===== src/sv/ffda_pkg.sv =====
// ----------------------------------------------------------------------------
// ffda_pkg: shared types and constants for the float to decimal text block
// Holds field widths, ASCII codes, sequencer states, the control bundles
// between the sequencer and its datapath units, and the power-of-ten table.
// ----------------------------------------------------------------------------
package ffda_pkg;

  localparam int MAX_DIGITS_DEF = 45;

  localparam int FLOAT_W = 32;
  localparam int EXP_W   = 8;
  localparam int FRAC_W  = 23;
  localparam int MANT_W  = FRAC_W + 1;
  localparam int POW_W   = 20;               // holds 10^6
  localparam int PROD_W  = MANT_W + POW_W;   // scaled mantissa
  localparam int SH_W    = 9;                // signed binary exponent of the mantissa
  localparam int ZERO_W  = 7;                // trailing zero bits, at most 104
  localparam int CNT_W   = 8;                // conversion steps, at most 148
  localparam int PREC_W  = 3;
  localparam int CHAR_W  = 8;

  localparam logic [EXP_W-1:0]  EXP_ALL_ONES = 8'hFF;
  localparam logic [SH_W-1:0]   DENORM_SHIFT = 9'h16B;   // -149
  localparam logic [SH_W-1:0]   NORM_OFFSET  = 9'd150;   // bias plus fraction width
  localparam logic [PREC_W-1:0] PREC_RESET   = 3'd3;
  localparam logic [PREC_W-1:0] PREC_MIN     = 3'd1;
  localparam logic [PREC_W-1:0] PREC_MAX     = 3'd6;

  localparam logic [CHAR_W-1:0] CH_MINUS = 8'h2D;
  localparam logic [CHAR_W-1:0] CH_DOT   = 8'h2E;
  localparam logic [CHAR_W-1:0] CH_ZERO  = 8'h30;
  localparam logic [CHAR_W-1:0] CH_LC_A  = 8'h61;
  localparam logic [CHAR_W-1:0] CH_LC_F  = 8'h66;
  localparam logic [CHAR_W-1:0] CH_LC_I  = 8'h69;
  localparam logic [CHAR_W-1:0] CH_LC_N  = 8'h6E;

  localparam logic [1:0] SPEC_FIRST_SIGNED = 2'd0;
  localparam logic [1:0] SPEC_FIRST        = 2'd1;
  localparam logic [1:0] SPEC_LAST         = 2'd3;

  typedef enum logic [2:0] {
    ST_IDLE,
    ST_MUL,
    ST_ALIGN,
    ST_CONV,
    ST_SKIP,
    ST_DIGIT,
    ST_SPEC
  } state_t;

  typedef struct packed {
    logic mul_en;
    logic align_en;
    logic shift_en;
  } scale_ctrl_t;

  typedef struct packed {
    logic clear;
    logic dabble;
    logic bit_in;
    logic digit_shift;
  } bcd_ctrl_t;

  function automatic logic [POW_W-1:0] pow10(input logic [PREC_W-1:0] p);
    logic [POW_W-1:0] v;
    unique case (p)
      3'd1:    v = 20'd10;
      3'd2:    v = 20'd100;
      3'd3:    v = 20'd1000;
      3'd4:    v = 20'd10000;
      3'd5:    v = 20'd100000;
      3'd6:    v = 20'd1000000;
      default: v = 20'd1;
    endcase
    return v;
  endfunction

  // Text of a non-finite value: "-inf" runs from index 0, "inf" and "nan" from 1.
  function automatic logic [CHAR_W-1:0] spec_char(input logic is_nan, input logic [1:0] idx);
    logic [CHAR_W-1:0] c;
    unique case (idx)
      2'd0:    c = CH_MINUS;
      2'd1:    c = is_nan ? CH_LC_N : CH_LC_I;
      2'd2:    c = is_nan ? CH_LC_A : CH_LC_N;
      default: c = is_nan ? CH_LC_N : CH_LC_F;
    endcase
    return c;
  endfunction

endpackage


===== src/sv/ffda_scale.sv =====
// ----------------------------------------------------------------------------
// ffda_scale: mantissa scaling and alignment unit
// Multiplies the mantissa by 10^precision, rounds away the negative binary
// exponent half-up, then shifts the result out MSB first, one bit per beat.
// ----------------------------------------------------------------------------
module ffda_scale (
  input  logic                          clk,
  input  ffda_pkg::scale_ctrl_t         ctrl,
  input  logic [ffda_pkg::FLOAT_W-1:0]  float_bits,
  input  logic [ffda_pkg::PREC_W-1:0]   prec,
  output logic                          msb,
  output logic [ffda_pkg::ZERO_W-1:0]   zeros
);
  import ffda_pkg::*;

  logic [EXP_W-1:0]   exp_f;
  logic [MANT_W-1:0]  mant;
  logic [SH_W-1:0]    sh_c;
  logic [PROD_W-1:0]  prod_c;
  logic [PROD_W-1:0]  prod_r;
  logic [SH_W-1:0]    sh_r;
  logic [PROD_W-1:0]  base_r;
  logic [PROD_W-1:0]  base_nxt;
  logic [SH_W-1:0]    neg_sh;
  logic [CNT_W-1:0]   r_amt;
  logic [PROD_W:0]    half;
  logic [PROD_W:0]    sum;
  logic [PROD_W:0]    shifted;

  assign exp_f  = float_bits[FLOAT_W-2 -: EXP_W];
  assign mant   = (exp_f == '0) ? {1'b0, float_bits[FRAC_W-1:0]}
                                : {1'b1, float_bits[FRAC_W-1:0]};
  assign sh_c   = (exp_f == '0) ? DENORM_SHIFT : ({1'b0, exp_f} - NORM_OFFSET);
  assign prod_c = PROD_W'(mant) * PROD_W'(pow10(prec));

  // Right shift with half-up rounding; anything at or past PROD_W+1 rounds to zero.
  assign neg_sh  = '0 - sh_r;
  assign r_amt   = neg_sh[CNT_W-1:0];
  assign half    = {{PROD_W{1'b0}}, 1'b1} << (r_amt - CNT_W'(1));
  assign sum     = {1'b0, prod_r} + half;
  assign shifted = sum >> r_amt;

  always_comb begin
    if (!sh_r[SH_W-1]) begin
      base_nxt = prod_r;
    end else if (r_amt > CNT_W'(PROD_W)) begin
      base_nxt = '0;
    end else begin
      base_nxt = shifted[PROD_W-1:0];
    end
  end

  always_ff @(posedge clk) begin
    if (ctrl.mul_en) begin
      prod_r <= prod_c;
      sh_r   <= sh_c;
    end
    if (ctrl.align_en) begin
      base_r <= base_nxt;
    end else if (ctrl.shift_en) begin
      base_r <= {base_r[PROD_W-2:0], 1'b0};
    end
  end

  assign msb   = base_r[PROD_W-1];
  assign zeros = sh_r[SH_W-1] ? '0 : sh_r[ZERO_W-1:0];

endmodule


===== src/sv/ffda_bcd.sv =====
// ----------------------------------------------------------------------------
// ffda_bcd: shift-and-add-3 binary to BCD converter
// Takes one binary bit per beat, MSB first, into a packed BCD register, and
// later hands its digits out from the top one digit per beat.
// ----------------------------------------------------------------------------
module ffda_bcd #(
  parameter int MAX_DIGITS = ffda_pkg::MAX_DIGITS_DEF
) (
  input  logic                clk,
  input  ffda_pkg::bcd_ctrl_t ctrl,
  output logic [3:0]          top_digit
);
  import ffda_pkg::*;

  localparam int BCD_W = 4 * MAX_DIGITS;

  logic [BCD_W-1:0] bcd_r;
  logic [BCD_W-1:0] adj;

  // Each digit of five or more gets three added so the doubling carries in decimal.
  always_comb begin
    for (int i = 0; i < MAX_DIGITS; i++) begin
      if (bcd_r[4*i +: 4] >= 4'd5) begin
        adj[4*i +: 4] = bcd_r[4*i +: 4] + 4'd3;
      end else begin
        adj[4*i +: 4] = bcd_r[4*i +: 4];
      end
    end
  end

  always_ff @(posedge clk) begin
    priority if (ctrl.clear) begin
      bcd_r <= '0;
    end else if (ctrl.dabble) begin
      bcd_r <= {adj[BCD_W-2:0], ctrl.bit_in};
    end else if (ctrl.digit_shift) begin
      bcd_r <= {bcd_r[BCD_W-5:0], 4'd0};
    end
  end

  assign top_digit = bcd_r[BCD_W-1 -: 4];

endmodule


===== src/sv/float_to_fixed_decimal_ascii.sv =====
// ----------------------------------------------------------------------------
// float_to_fixed_decimal_ascii: binary32 value to fixed-point decimal text
// A leading '-' is registered out from the multiply state; digits follow the
//   align state, the bit-serial BCD conversion loop, which also runs over Z
//   trailing zero bits (Z is the biased exponent minus 150, or 0 when that is
//   negative), and the skip of leading zeros in the 45-digit output scan. nan
//   and inf skip the conversion. A new value is taken only once busy has fallen.
//   Busy falls as the last character goes onto the outputs.
// Results cannot be stalled by the receiver. Reset sets precision to 3.
// ----------------------------------------------------------------------------
module float_to_fixed_decimal_ascii #(
  parameter int MAX_DIGITS = ffda_pkg::MAX_DIGITS_DEF
) (
  input  logic                         clk,
  input  logic                         rst_n,
  input  logic                         start,
  output logic                         busy,
  input  logic [ffda_pkg::FLOAT_W-1:0] in_float_bits,
  output logic                         out_valid,
  output logic [ffda_pkg::CHAR_W-1:0]  out_character,
  output logic                         out_last,
  input  logic                         cfg_valid,
  output logic                         cfg_ready,
  input  logic [ffda_pkg::PREC_W-1:0]  cfg_precision
);
  import ffda_pkg::*;

  localparam int RW = $clog2(MAX_DIGITS + 1);

  state_t             state_r, state_nxt;
  logic [PREC_W-1:0]  prec_r;
  logic [PREC_W-1:0]  p_r, p_nxt;
  logic [FLOAT_W-1:0] float_r, float_nxt;
  logic [CNT_W-1:0]   cnt_r, cnt_nxt;
  logic [RW-1:0]      rem_r, rem_nxt;
  logic               dot_r, dot_nxt;
  logic [1:0]         idx_r, idx_nxt;
  logic               out_valid_r, out_valid_nxt;
  logic [CHAR_W-1:0]  out_char_r, out_char_nxt;
  logic               out_last_r, out_last_nxt;

  scale_ctrl_t        scale_ctrl;
  bcd_ctrl_t          bcd_ctrl;
  logic               msb;
  logic [ZERO_W-1:0]  zeros;
  logic [3:0]         top_digit;

  logic               prec_ok;
  logic               in_sign, in_frac_zero, in_special;
  logic               cur_sign, cur_nan;
  logic               skip_zero;
  logic               dot_due;

  assign prec_ok      = (prec_r >= PREC_MIN) && (prec_r <= PREC_MAX);
  assign in_sign      = in_float_bits[FLOAT_W-1];
  assign in_frac_zero = (in_float_bits[FRAC_W-1:0] == '0);
  assign in_special   = (in_float_bits[FLOAT_W-2 -: EXP_W] == EXP_ALL_ONES);
  assign cur_sign     = float_r[FLOAT_W-1];
  assign cur_nan      = (float_r[FRAC_W-1:0] != '0);

  // Leading zeros are dropped while more than precision+1 digits remain.
  assign skip_zero = (top_digit == 4'd0) && (rem_r > (RW'(p_r) + RW'(1)));
  assign dot_due   = (rem_r == RW'(p_r)) && !dot_r;

  ffda_scale u_scale (
    .clk        (clk),
    .ctrl       (scale_ctrl),
    .float_bits (float_r),
    .prec       (p_r),
    .msb        (msb),
    .zeros      (zeros)
  );

  ffda_bcd #(
    .MAX_DIGITS (MAX_DIGITS)
  ) u_bcd (
    .clk       (clk),
    .ctrl      (bcd_ctrl),
    .top_digit (top_digit)
  );

  always_comb begin
    state_nxt = state_r;
    p_nxt     = p_r;
    float_nxt = float_r;
    cnt_nxt   = cnt_r;
    rem_nxt   = rem_r;
    dot_nxt   = dot_r;
    idx_nxt   = idx_r;
    unique case (state_r)
      ST_IDLE: begin
        if (start) begin
          p_nxt     = prec_r;
          float_nxt = in_float_bits;
          if (prec_ok) begin
            if (in_special) begin
              state_nxt = ST_SPEC;
              idx_nxt   = (in_frac_zero && in_sign) ? SPEC_FIRST_SIGNED : SPEC_FIRST;
            end else begin
              state_nxt = ST_MUL;
            end
          end
        end
      end
      ST_MUL: begin
        state_nxt = ST_ALIGN;
      end
      ST_ALIGN: begin
        cnt_nxt   = CNT_W'(PROD_W) + CNT_W'(zeros);
        state_nxt = ST_CONV;
      end
      ST_CONV: begin
        cnt_nxt = cnt_r - CNT_W'(1);
        if (cnt_r == CNT_W'(1)) begin
          state_nxt = ST_SKIP;
          rem_nxt   = RW'(MAX_DIGITS);
          dot_nxt   = 1'b0;
        end
      end
      ST_SKIP: begin
        if (skip_zero) begin
          rem_nxt = rem_r - RW'(1);
        end else begin
          state_nxt = ST_DIGIT;
        end
      end
      ST_DIGIT: begin
        if (dot_due) begin
          dot_nxt = 1'b1;
        end else begin
          rem_nxt = rem_r - RW'(1);
          if (rem_r == RW'(1)) begin
            state_nxt = ST_IDLE;
          end
        end
      end
      ST_SPEC: begin
        idx_nxt = idx_r + 2'd1;
        if (idx_r == SPEC_LAST) begin
          state_nxt = ST_IDLE;
        end
      end
      default: begin
        state_nxt = ST_IDLE;
      end
    endcase
  end

  always_comb begin
    out_valid_nxt = 1'b0;
    out_char_nxt  = CH_ZERO;
    out_last_nxt  = 1'b0;
    scale_ctrl    = '0;
    bcd_ctrl      = '0;
    unique case (state_r)
      ST_MUL: begin
        scale_ctrl.mul_en = 1'b1;
        bcd_ctrl.clear    = 1'b1;
        if (cur_sign) begin
          out_valid_nxt = 1'b1;
          out_char_nxt  = CH_MINUS;
        end
      end
      ST_ALIGN: begin
        scale_ctrl.align_en = 1'b1;
      end
      ST_CONV: begin
        scale_ctrl.shift_en = 1'b1;
        bcd_ctrl.dabble     = 1'b1;
        bcd_ctrl.bit_in     = msb;
      end
      ST_SKIP: begin
        bcd_ctrl.digit_shift = skip_zero;
      end
      ST_DIGIT: begin
        out_valid_nxt = 1'b1;
        if (dot_due) begin
          out_char_nxt = CH_DOT;
        end else begin
          out_char_nxt         = CH_ZERO | {4'd0, top_digit};
          out_last_nxt         = (rem_r == RW'(1));
          bcd_ctrl.digit_shift = 1'b1;
        end
      end
      ST_SPEC: begin
        out_valid_nxt = 1'b1;
        out_char_nxt  = spec_char(cur_nan, idx_r);
        out_last_nxt  = (idx_r == SPEC_LAST);
      end
      default: begin
        out_valid_nxt = 1'b0;
      end
    endcase
  end

  always_ff @(posedge clk) begin
    if (!rst_n) begin
      state_r     <= ST_IDLE;
      prec_r      <= PREC_RESET;
      cnt_r       <= '0;
      rem_r       <= '0;
      dot_r       <= 1'b0;
      idx_r       <= '0;
      out_valid_r <= 1'b0;
    end else begin
      state_r     <= state_nxt;
      cnt_r       <= cnt_nxt;
      rem_r       <= rem_nxt;
      dot_r       <= dot_nxt;
      idx_r       <= idx_nxt;
      out_valid_r <= out_valid_nxt;
      if (cfg_valid && cfg_ready) begin
        prec_r <= cfg_precision;
      end
    end
  end

  always_ff @(posedge clk) begin
    p_r        <= p_nxt;
    float_r    <= float_nxt;
    out_char_r <= out_char_nxt;
    out_last_r <= out_last_nxt;
  end

  assign busy          = (state_r != ST_IDLE);
  assign cfg_ready     = 1'b1;
  assign out_valid     = out_valid_r;
  assign out_character = out_char_r;
  assign out_last      = out_last_r;

  // A start beat while idle with a usable precision always starts a sequence.
  a_start_busy: assert property (@(posedge clk) disable iff (!rst_n)
    (start && !busy && prec_r >= PREC_MIN && prec_r <= PREC_MAX) |=> busy)
    else $error("accepted value did not start a sequence");

  // The final character is never directly followed by another one.
  a_last_gap: assert property (@(posedge clk) disable iff (!rst_n)
    (out_valid && out_last) |=> !out_valid)
    else $error("character emitted right after the final one");

  a_conv_cnt: assert property (@(posedge clk) disable iff (!rst_n)
    (state_r == ST_CONV) |-> (cnt_r != '0))
    else $error("conversion step counter underflow");

  a_digit_rem: assert property (@(posedge clk) disable iff (!rst_n)
    (state_r == ST_DIGIT) |-> (rem_r != '0))
    else $error("digit output with no digits remaining");

endmodule


===== config.mk =====
export PLATFORM = sky130hd
export DESIGN_NAME = float_to_fixed_decimal_ascii
export DESIGN_NICKNAME = d
export VERILOG_FILES = /design/src/sv/ffda_pkg.sv /design/src/sv/ffda_scale.sv /design/src/sv/ffda_bcd.sv /design/src/sv/float_to_fixed_decimal_ascii.sv
export SDC_FILE = /design/constraint.sdc
export NUM_CORES = 2
export LEC_CHECK = 0
export BUFFER_PORTS_ARGS = -buffer_cell sky130_fd_sc_hd__clkbuf_2
export CORE_UTILIZATION = 30
export CTS_BUF_LIST = sky130_fd_sc_hd__clkbuf_4
export DETAILED_ROUTE_END_ITERATION = 16
export PLACE_DENSITY = 0.47
export SYNTH_ARGS = -nofsm -noshare
export SYNTH_HDL_FRONTEND = slang
export SYNTH_HIERARCHICAL = 1
export SYNTH_SLANG_ARGS = --single-unit

===== constraint.sdc =====
create_clock -name clk -period 20.7 [get_ports clk]
set_clock_uncertainty 0.2 [all_clocks]
set_input_delay 1.035 -clock clk [delete_from_list [all_inputs] [get_ports clk]]
set_output_delay 1.035 -clock clk [all_outputs]
set_load 0.02 [all_outputs]

# Word level (Yosys, flattened, before mapping)

Cells that the tools add are included.

Mux-type cells: 93
Add/subtract/negate cells: 54
Reductions and logical operators: 24
Magnitude comparators: 49
Equality and inequality tests: 29
Shift-type cells: 2
Multipliers: 1

Operator list:

| operator             | number |
|---|---|
| $mux 180             | 2 |
| $mux 4               | 46 |
| $ge 4x3->1 const B   | 45 |
| $add 4x2->4 const B  | 44 |
| $mux 44              | 4 |
| $pmux 20 s6          | 1 |
| $add 44x45->45       | 1 |
| $shl 1x8->45 const A | 1 |
| $shr 45x8->44        | 1 |
| $mul 24x20->44       | 1 |
| $pmux 7 s3           | 2 |
| $mux 3               | 10 |
| $mux 24              | 1 |
| $logic_not 23->1     | 1 |
| $reduce_bool 23->1   | 1 |
| $pmux 3 s7           | 1 |
| $ne 2x2->1 const B   | 10 |
| $eq 3x3->1 const B   | 6 |
| $mux 6               | 3 |
| $pmux 6 s3           | 1 |
| $pmux 8 s2           | 1 |
| $sub 8x1->8 const B  | 2 |
| $eq 3x2->1 const B   | 4 |
| $mux 5               | 2 |
| other kinds (36)     | 61 |

Output and inout bits: 12
Register bits after elaboration: 345

# Logic depth before layout (Yosys ltp)

Depth after elaboration: 8
Mapped depth: 33

# By module

Netlist, hierarchy kept.

Modules (own cells, without submodules):

| module                       | seq. area each (um2) | area an instance (um2) | instances | cells an instance |
|---|---|---|---|---|
| ffda_scale                   | 2912.8               | 24921.4                | 1         | 2936 |
| ffda_bcd                     | 3603.5               | 12189.2                | 1         | 1372 |
| float_to_fixed_decimal_ascii | 1671.6               | 3248.1                 | 1         | 316 |

# Worst setup path before layout

No wires, ideal clock.

Path type: register to register
Start point: register p_r[2]
End point: register u_scale.prod_r[42], data pin
Setup slack: 11.987 ns
Data arrival time: 8.256 ns
Stages on the path, launching flop included: 31
Period minus slack after synthesis: 8.713 ns
Library setup time: 0.258 ns
Data required time: 20.242 ns
Cells stage by stage: edfxtp_1 clkbuf_1 and3b_1 clkbuf_1 clkbuf_1 clkbuf_1 and2_1 inv_1 fa_1 inv_1 fa_1 fa_1 fa_1 fa_1 fa_1 inv_1 fa_1 inv_1 ha_1 a21o_1 a21o_1 a221oi_1 o31ai_1 a41oi_1 a21oi_1 a21o_1 a41o_1 o41ai_1 o2111ai_1 a21oi_1 xnor2_1

Word-level cells in the longest chain between the ends: 3
Elaborated cells on any way between the ends: 8
Those cells by class: mul: 1; eq/ne: 6; mux: 1

Ends and longest elaborated chain:

| element                            | line                                | source |
|---|---|---|
| start, declared                    | float_to_fixed_decimal_ascii.sv:32  | `logic [PREC_W-1:0] p_r, p_nxt;` |
| start signal, assigned             | float_to_fixed_decimal_ascii.sv:219 | `p_r <= p_nxt;` |
| $eq 3x3->1 (tied with other cells) | ffda_pkg.sv:66                      | `unique case (p)` |
| $pmux 20 s6 *                      | ffda_pkg.sv:66                      |  |
| $mul 24x20->44 *                   | ffda_scale.sv:34                    | `assign prod_c = PROD_W'(mant) * PROD_W'(pow10(prec));` |
| net u_scale.prod_c[42]             | ffda_scale.sv:19                    | `logic [PROD_W-1:0] prod_c;` |
| end signal, assigned               | ffda_scale.sv:55                    | `prod_r <= prod_c;` |
| end, declared                      | ffda_scale.sv:20                    | `logic [PROD_W-1:0] prod_r;` |

The timed path passes the listed nets; every way through them passes the cells marked *.
A chain may end at the register's enable or synchronous reset.

# Worst setup path after layout

Start point: register p_r[0]
End point: register u_scale.prod_r[42], data pin

The elaborated chain is that of the path after synthesis.

==> out/qor.txt <==
Flops & latches, synth: 343
Post-synthesis sequential area ratio: 20.29%
Commonest cells after routing, fill and taps aside: inv_1, fa_1, ha_1
CTS H-tree lvls: 3
# rows: 134
Ys async rst share: 0%
Least-Margin Pin Slew: 1072 ps
Most used DFF post-synth: dfxtp_1
Max-cap violations: 0
Fraction of layout cells with a size suffix above 1: 7.841%
PortBufs: 47
Ports: 51
Reg2Reg Depth: 29
Pin count of the biggest net entering global routing: 228
Die W: 368.8 um
Crit path kind: reg -> reg
Max Fclk: 0.1012 GHz
Distinct cell type count after synthesis: 109
Clock transition at path regs: 60 ps
Die area: 136,000 um2
Grt ovf: 0
CP max FO: 32
Hold crit path type: in -> reg
Via-per-instance ratio: 5.397
Setup Fix Bufs, Post-CTS: 0
Setup WS pre-CTS: 10,860 ps
Critical Path Max Stage Delay: 990 ps
GRT Overall Usage: 18.84%
Clock tree buffer depth: 3
Total CTS buffers: 100
Setup crit start kind: flop
Crit path top cell by count: fa_1
RSZ-0062 raised after global routing: no
Placed wire-length estimate: 96.07 mm
Worst EP required: 21,120 ps
Post-Syn Instances: 4,624
Final number of setup-violating endpoints: 0
Global-route wire length before repair: 203.1 mm
WHS: 132.2 ps
Final Hold Fails: 0
R2R Path End: u_scale/prod_r[42]
Critical path capture point type: flop
Critical path arrival: 10,300 ps
Setup tns final: 0 ps
CP endpoint: u_scale/prod_r[42]
Slowest cell on the critical path: edfxtp_1
FF-to-FF Start: p_r[0]
Clock Latency Late Sink: 970 ps
Commonest non-fill, non-tap cell in the layout: inv_1
DRT Wirelength: 129.7 mm
Crit path time final: 9881 ps
Antenna violations before repair: 4
Warnings, synthesis: 6
Nets@finish: 5,274
Max-slew headroom: 28.50%
PnR worst setup slack: 10,820 ps
Routed WL per cell: 20.22 um
Number of synthesized flops with an enable pin: 132
Tcrit/Tclk final: 47.73%
DR iter-0 viols: 2,768
Vias: 34,620
Initial DRT Pass Iterations: 5
Vias in the first global route: 33,910
Die height: 368.8 um
Final RePlAce weighted congestion: 0.9185
Area Overhead vs Synth: 7.983%
Core box area: 133,500 um2
Sink Count: 343
CTS tree: built
Status: completed
Initial Util: 30.24%
Post-synthesis cell area: 40,360 um2
Worst setup path startpoint: p_r[0]
Hold_sp: in_float_bits[2]
DRC Markers: 0
Pins Over Slew Limit: 0
Reg2reg setup slack: 10,820 ps
Antenna Violating Nets Remaining: 0
CTS resizes: 0
Mapped Avg Cell Area: 8.728 um2
Root Buffer: clkbuf_4
==> cell type report <==
cell class	count	area, um2
fill	14270	89880
multi-input combinational	3484	29110
sequential	343	8188
tap	1768	2212
inverter	514	1937
clock buffer	145	1089
timing repair buffer	121	865.8
clock inverter	35	170.2
antenna	5	12.51
==> synthesized netlist by cell type, drive strengths merged, types with 29 or more instances <==
library cell / number / share of area, %
nor3b: 96 / 1.8
nand4: 31 / 0.48
nor3: 58 / 0.76
a21oi: 319 / 4.0
nand2: 315 / 2.9
and3: 43 / 0.67
ha: 326 / 10
buf: 65 / 0.97
clkbuf: 219 / 2.0
o21a: 29 / 0.54
fa: 345 / 17
xnor2: 64 / 1.4
or4b: 89 / 2.2
nor2b: 40 / 0.62
or2: 37 / 0.57
mux2i: 112 / 2.8
a211oi: 131 / 2.5
o21ai: 208 / 2.6
and2: 138 / 2.1
dfxtp: 211 / 10
nand4b: 91 / 2.0
nor2: 282 / 2.7
a21o: 57 / 1.1
edfxtp: 132 / 9.8
o211ai: 113 / 2.2
a32oi: 46 / 1.0
nand2b: 70 / 1.1
inv: 512 / 4.8
nand3: 62 / 0.77
==> how the worst min path moves through the flow <==
stage	to	cells after the start
6_report	float_r[2]	1
3_3_place_gp	cnt_r[5]	2
5_1_grt	float_r[3]	1
4_1_cts	prec_r[1]	3
3_5_place_dp	p_r[2]	0
2_1_floorplan	p_r[1]	0
==> per-stage QoR <==
stage          cells  util (%)  instance area, um2
2_1_floorplan   4625         -               40360
5_1_grt         6415     32.65               43580
4_1_cts         6410     32.65               43570
3_5_place_dp    6210     31.55               42110
6_report        6415     32.65               43580
3_3_place_gp    6210     31.55               42110
==> flip-flops by register name (all words and copies together), names as in the netlist, 6 cells and up <==
name            flops
u_bcd/bcd_r       180
u_scale/base_r     44
u_scale/prod_r     44
float_r            32
u_scale/sh_r        9
cnt_r               8
out_character       6
rem_r               6
==> timing repair <==
item	CTS	global route
setup endpoints to repair	0	0
hold buffers	20	0
hold endpoints to repair	20	0
==> layer usage <==
layer / GRT usage, % / up-vias / share of wire, %
li1: - / 16460 / -
met1: 28.09 / 17050 / 50
met2: 27.54 / 923 / 42
met3: 2.805 / 179 / 5.7
met4: 5.857 / 6 / 2.7
met5: 0 / - / 0.022
==> critical path: cells and delay by family (launching register included) <==
family | cells | cell delay (ps)
compound gates | 11 | 2650
xor+xnor | 1 | 90
buf+inv | 5 | 330
fa+ha+maj | 8 | 3930
simple gates | 4 | 1330
flops | 1 | 990
==> cell families (layout without fill, tap and decap cells) <==
kind of cell,count (synthesis),count (layout),synth area share (%)
AO/OA/AOI/OAI,1177,1177,19.64
XOR/XNOR,88,88,1.947
adder cells (fa/ha/maj),671,671,27.22
buffers and inverters,798,815,7.788
flip-flops,343,343,20.29
multiplexers,121,121,3.116
other,2,8,0.01861
AND/OR/NAND/NOR,1424,1424,19.99
Power is left out: the tool's default activity adds up to more than one toggle a clock period on the data nets, which glitch-free logic cannot reach.
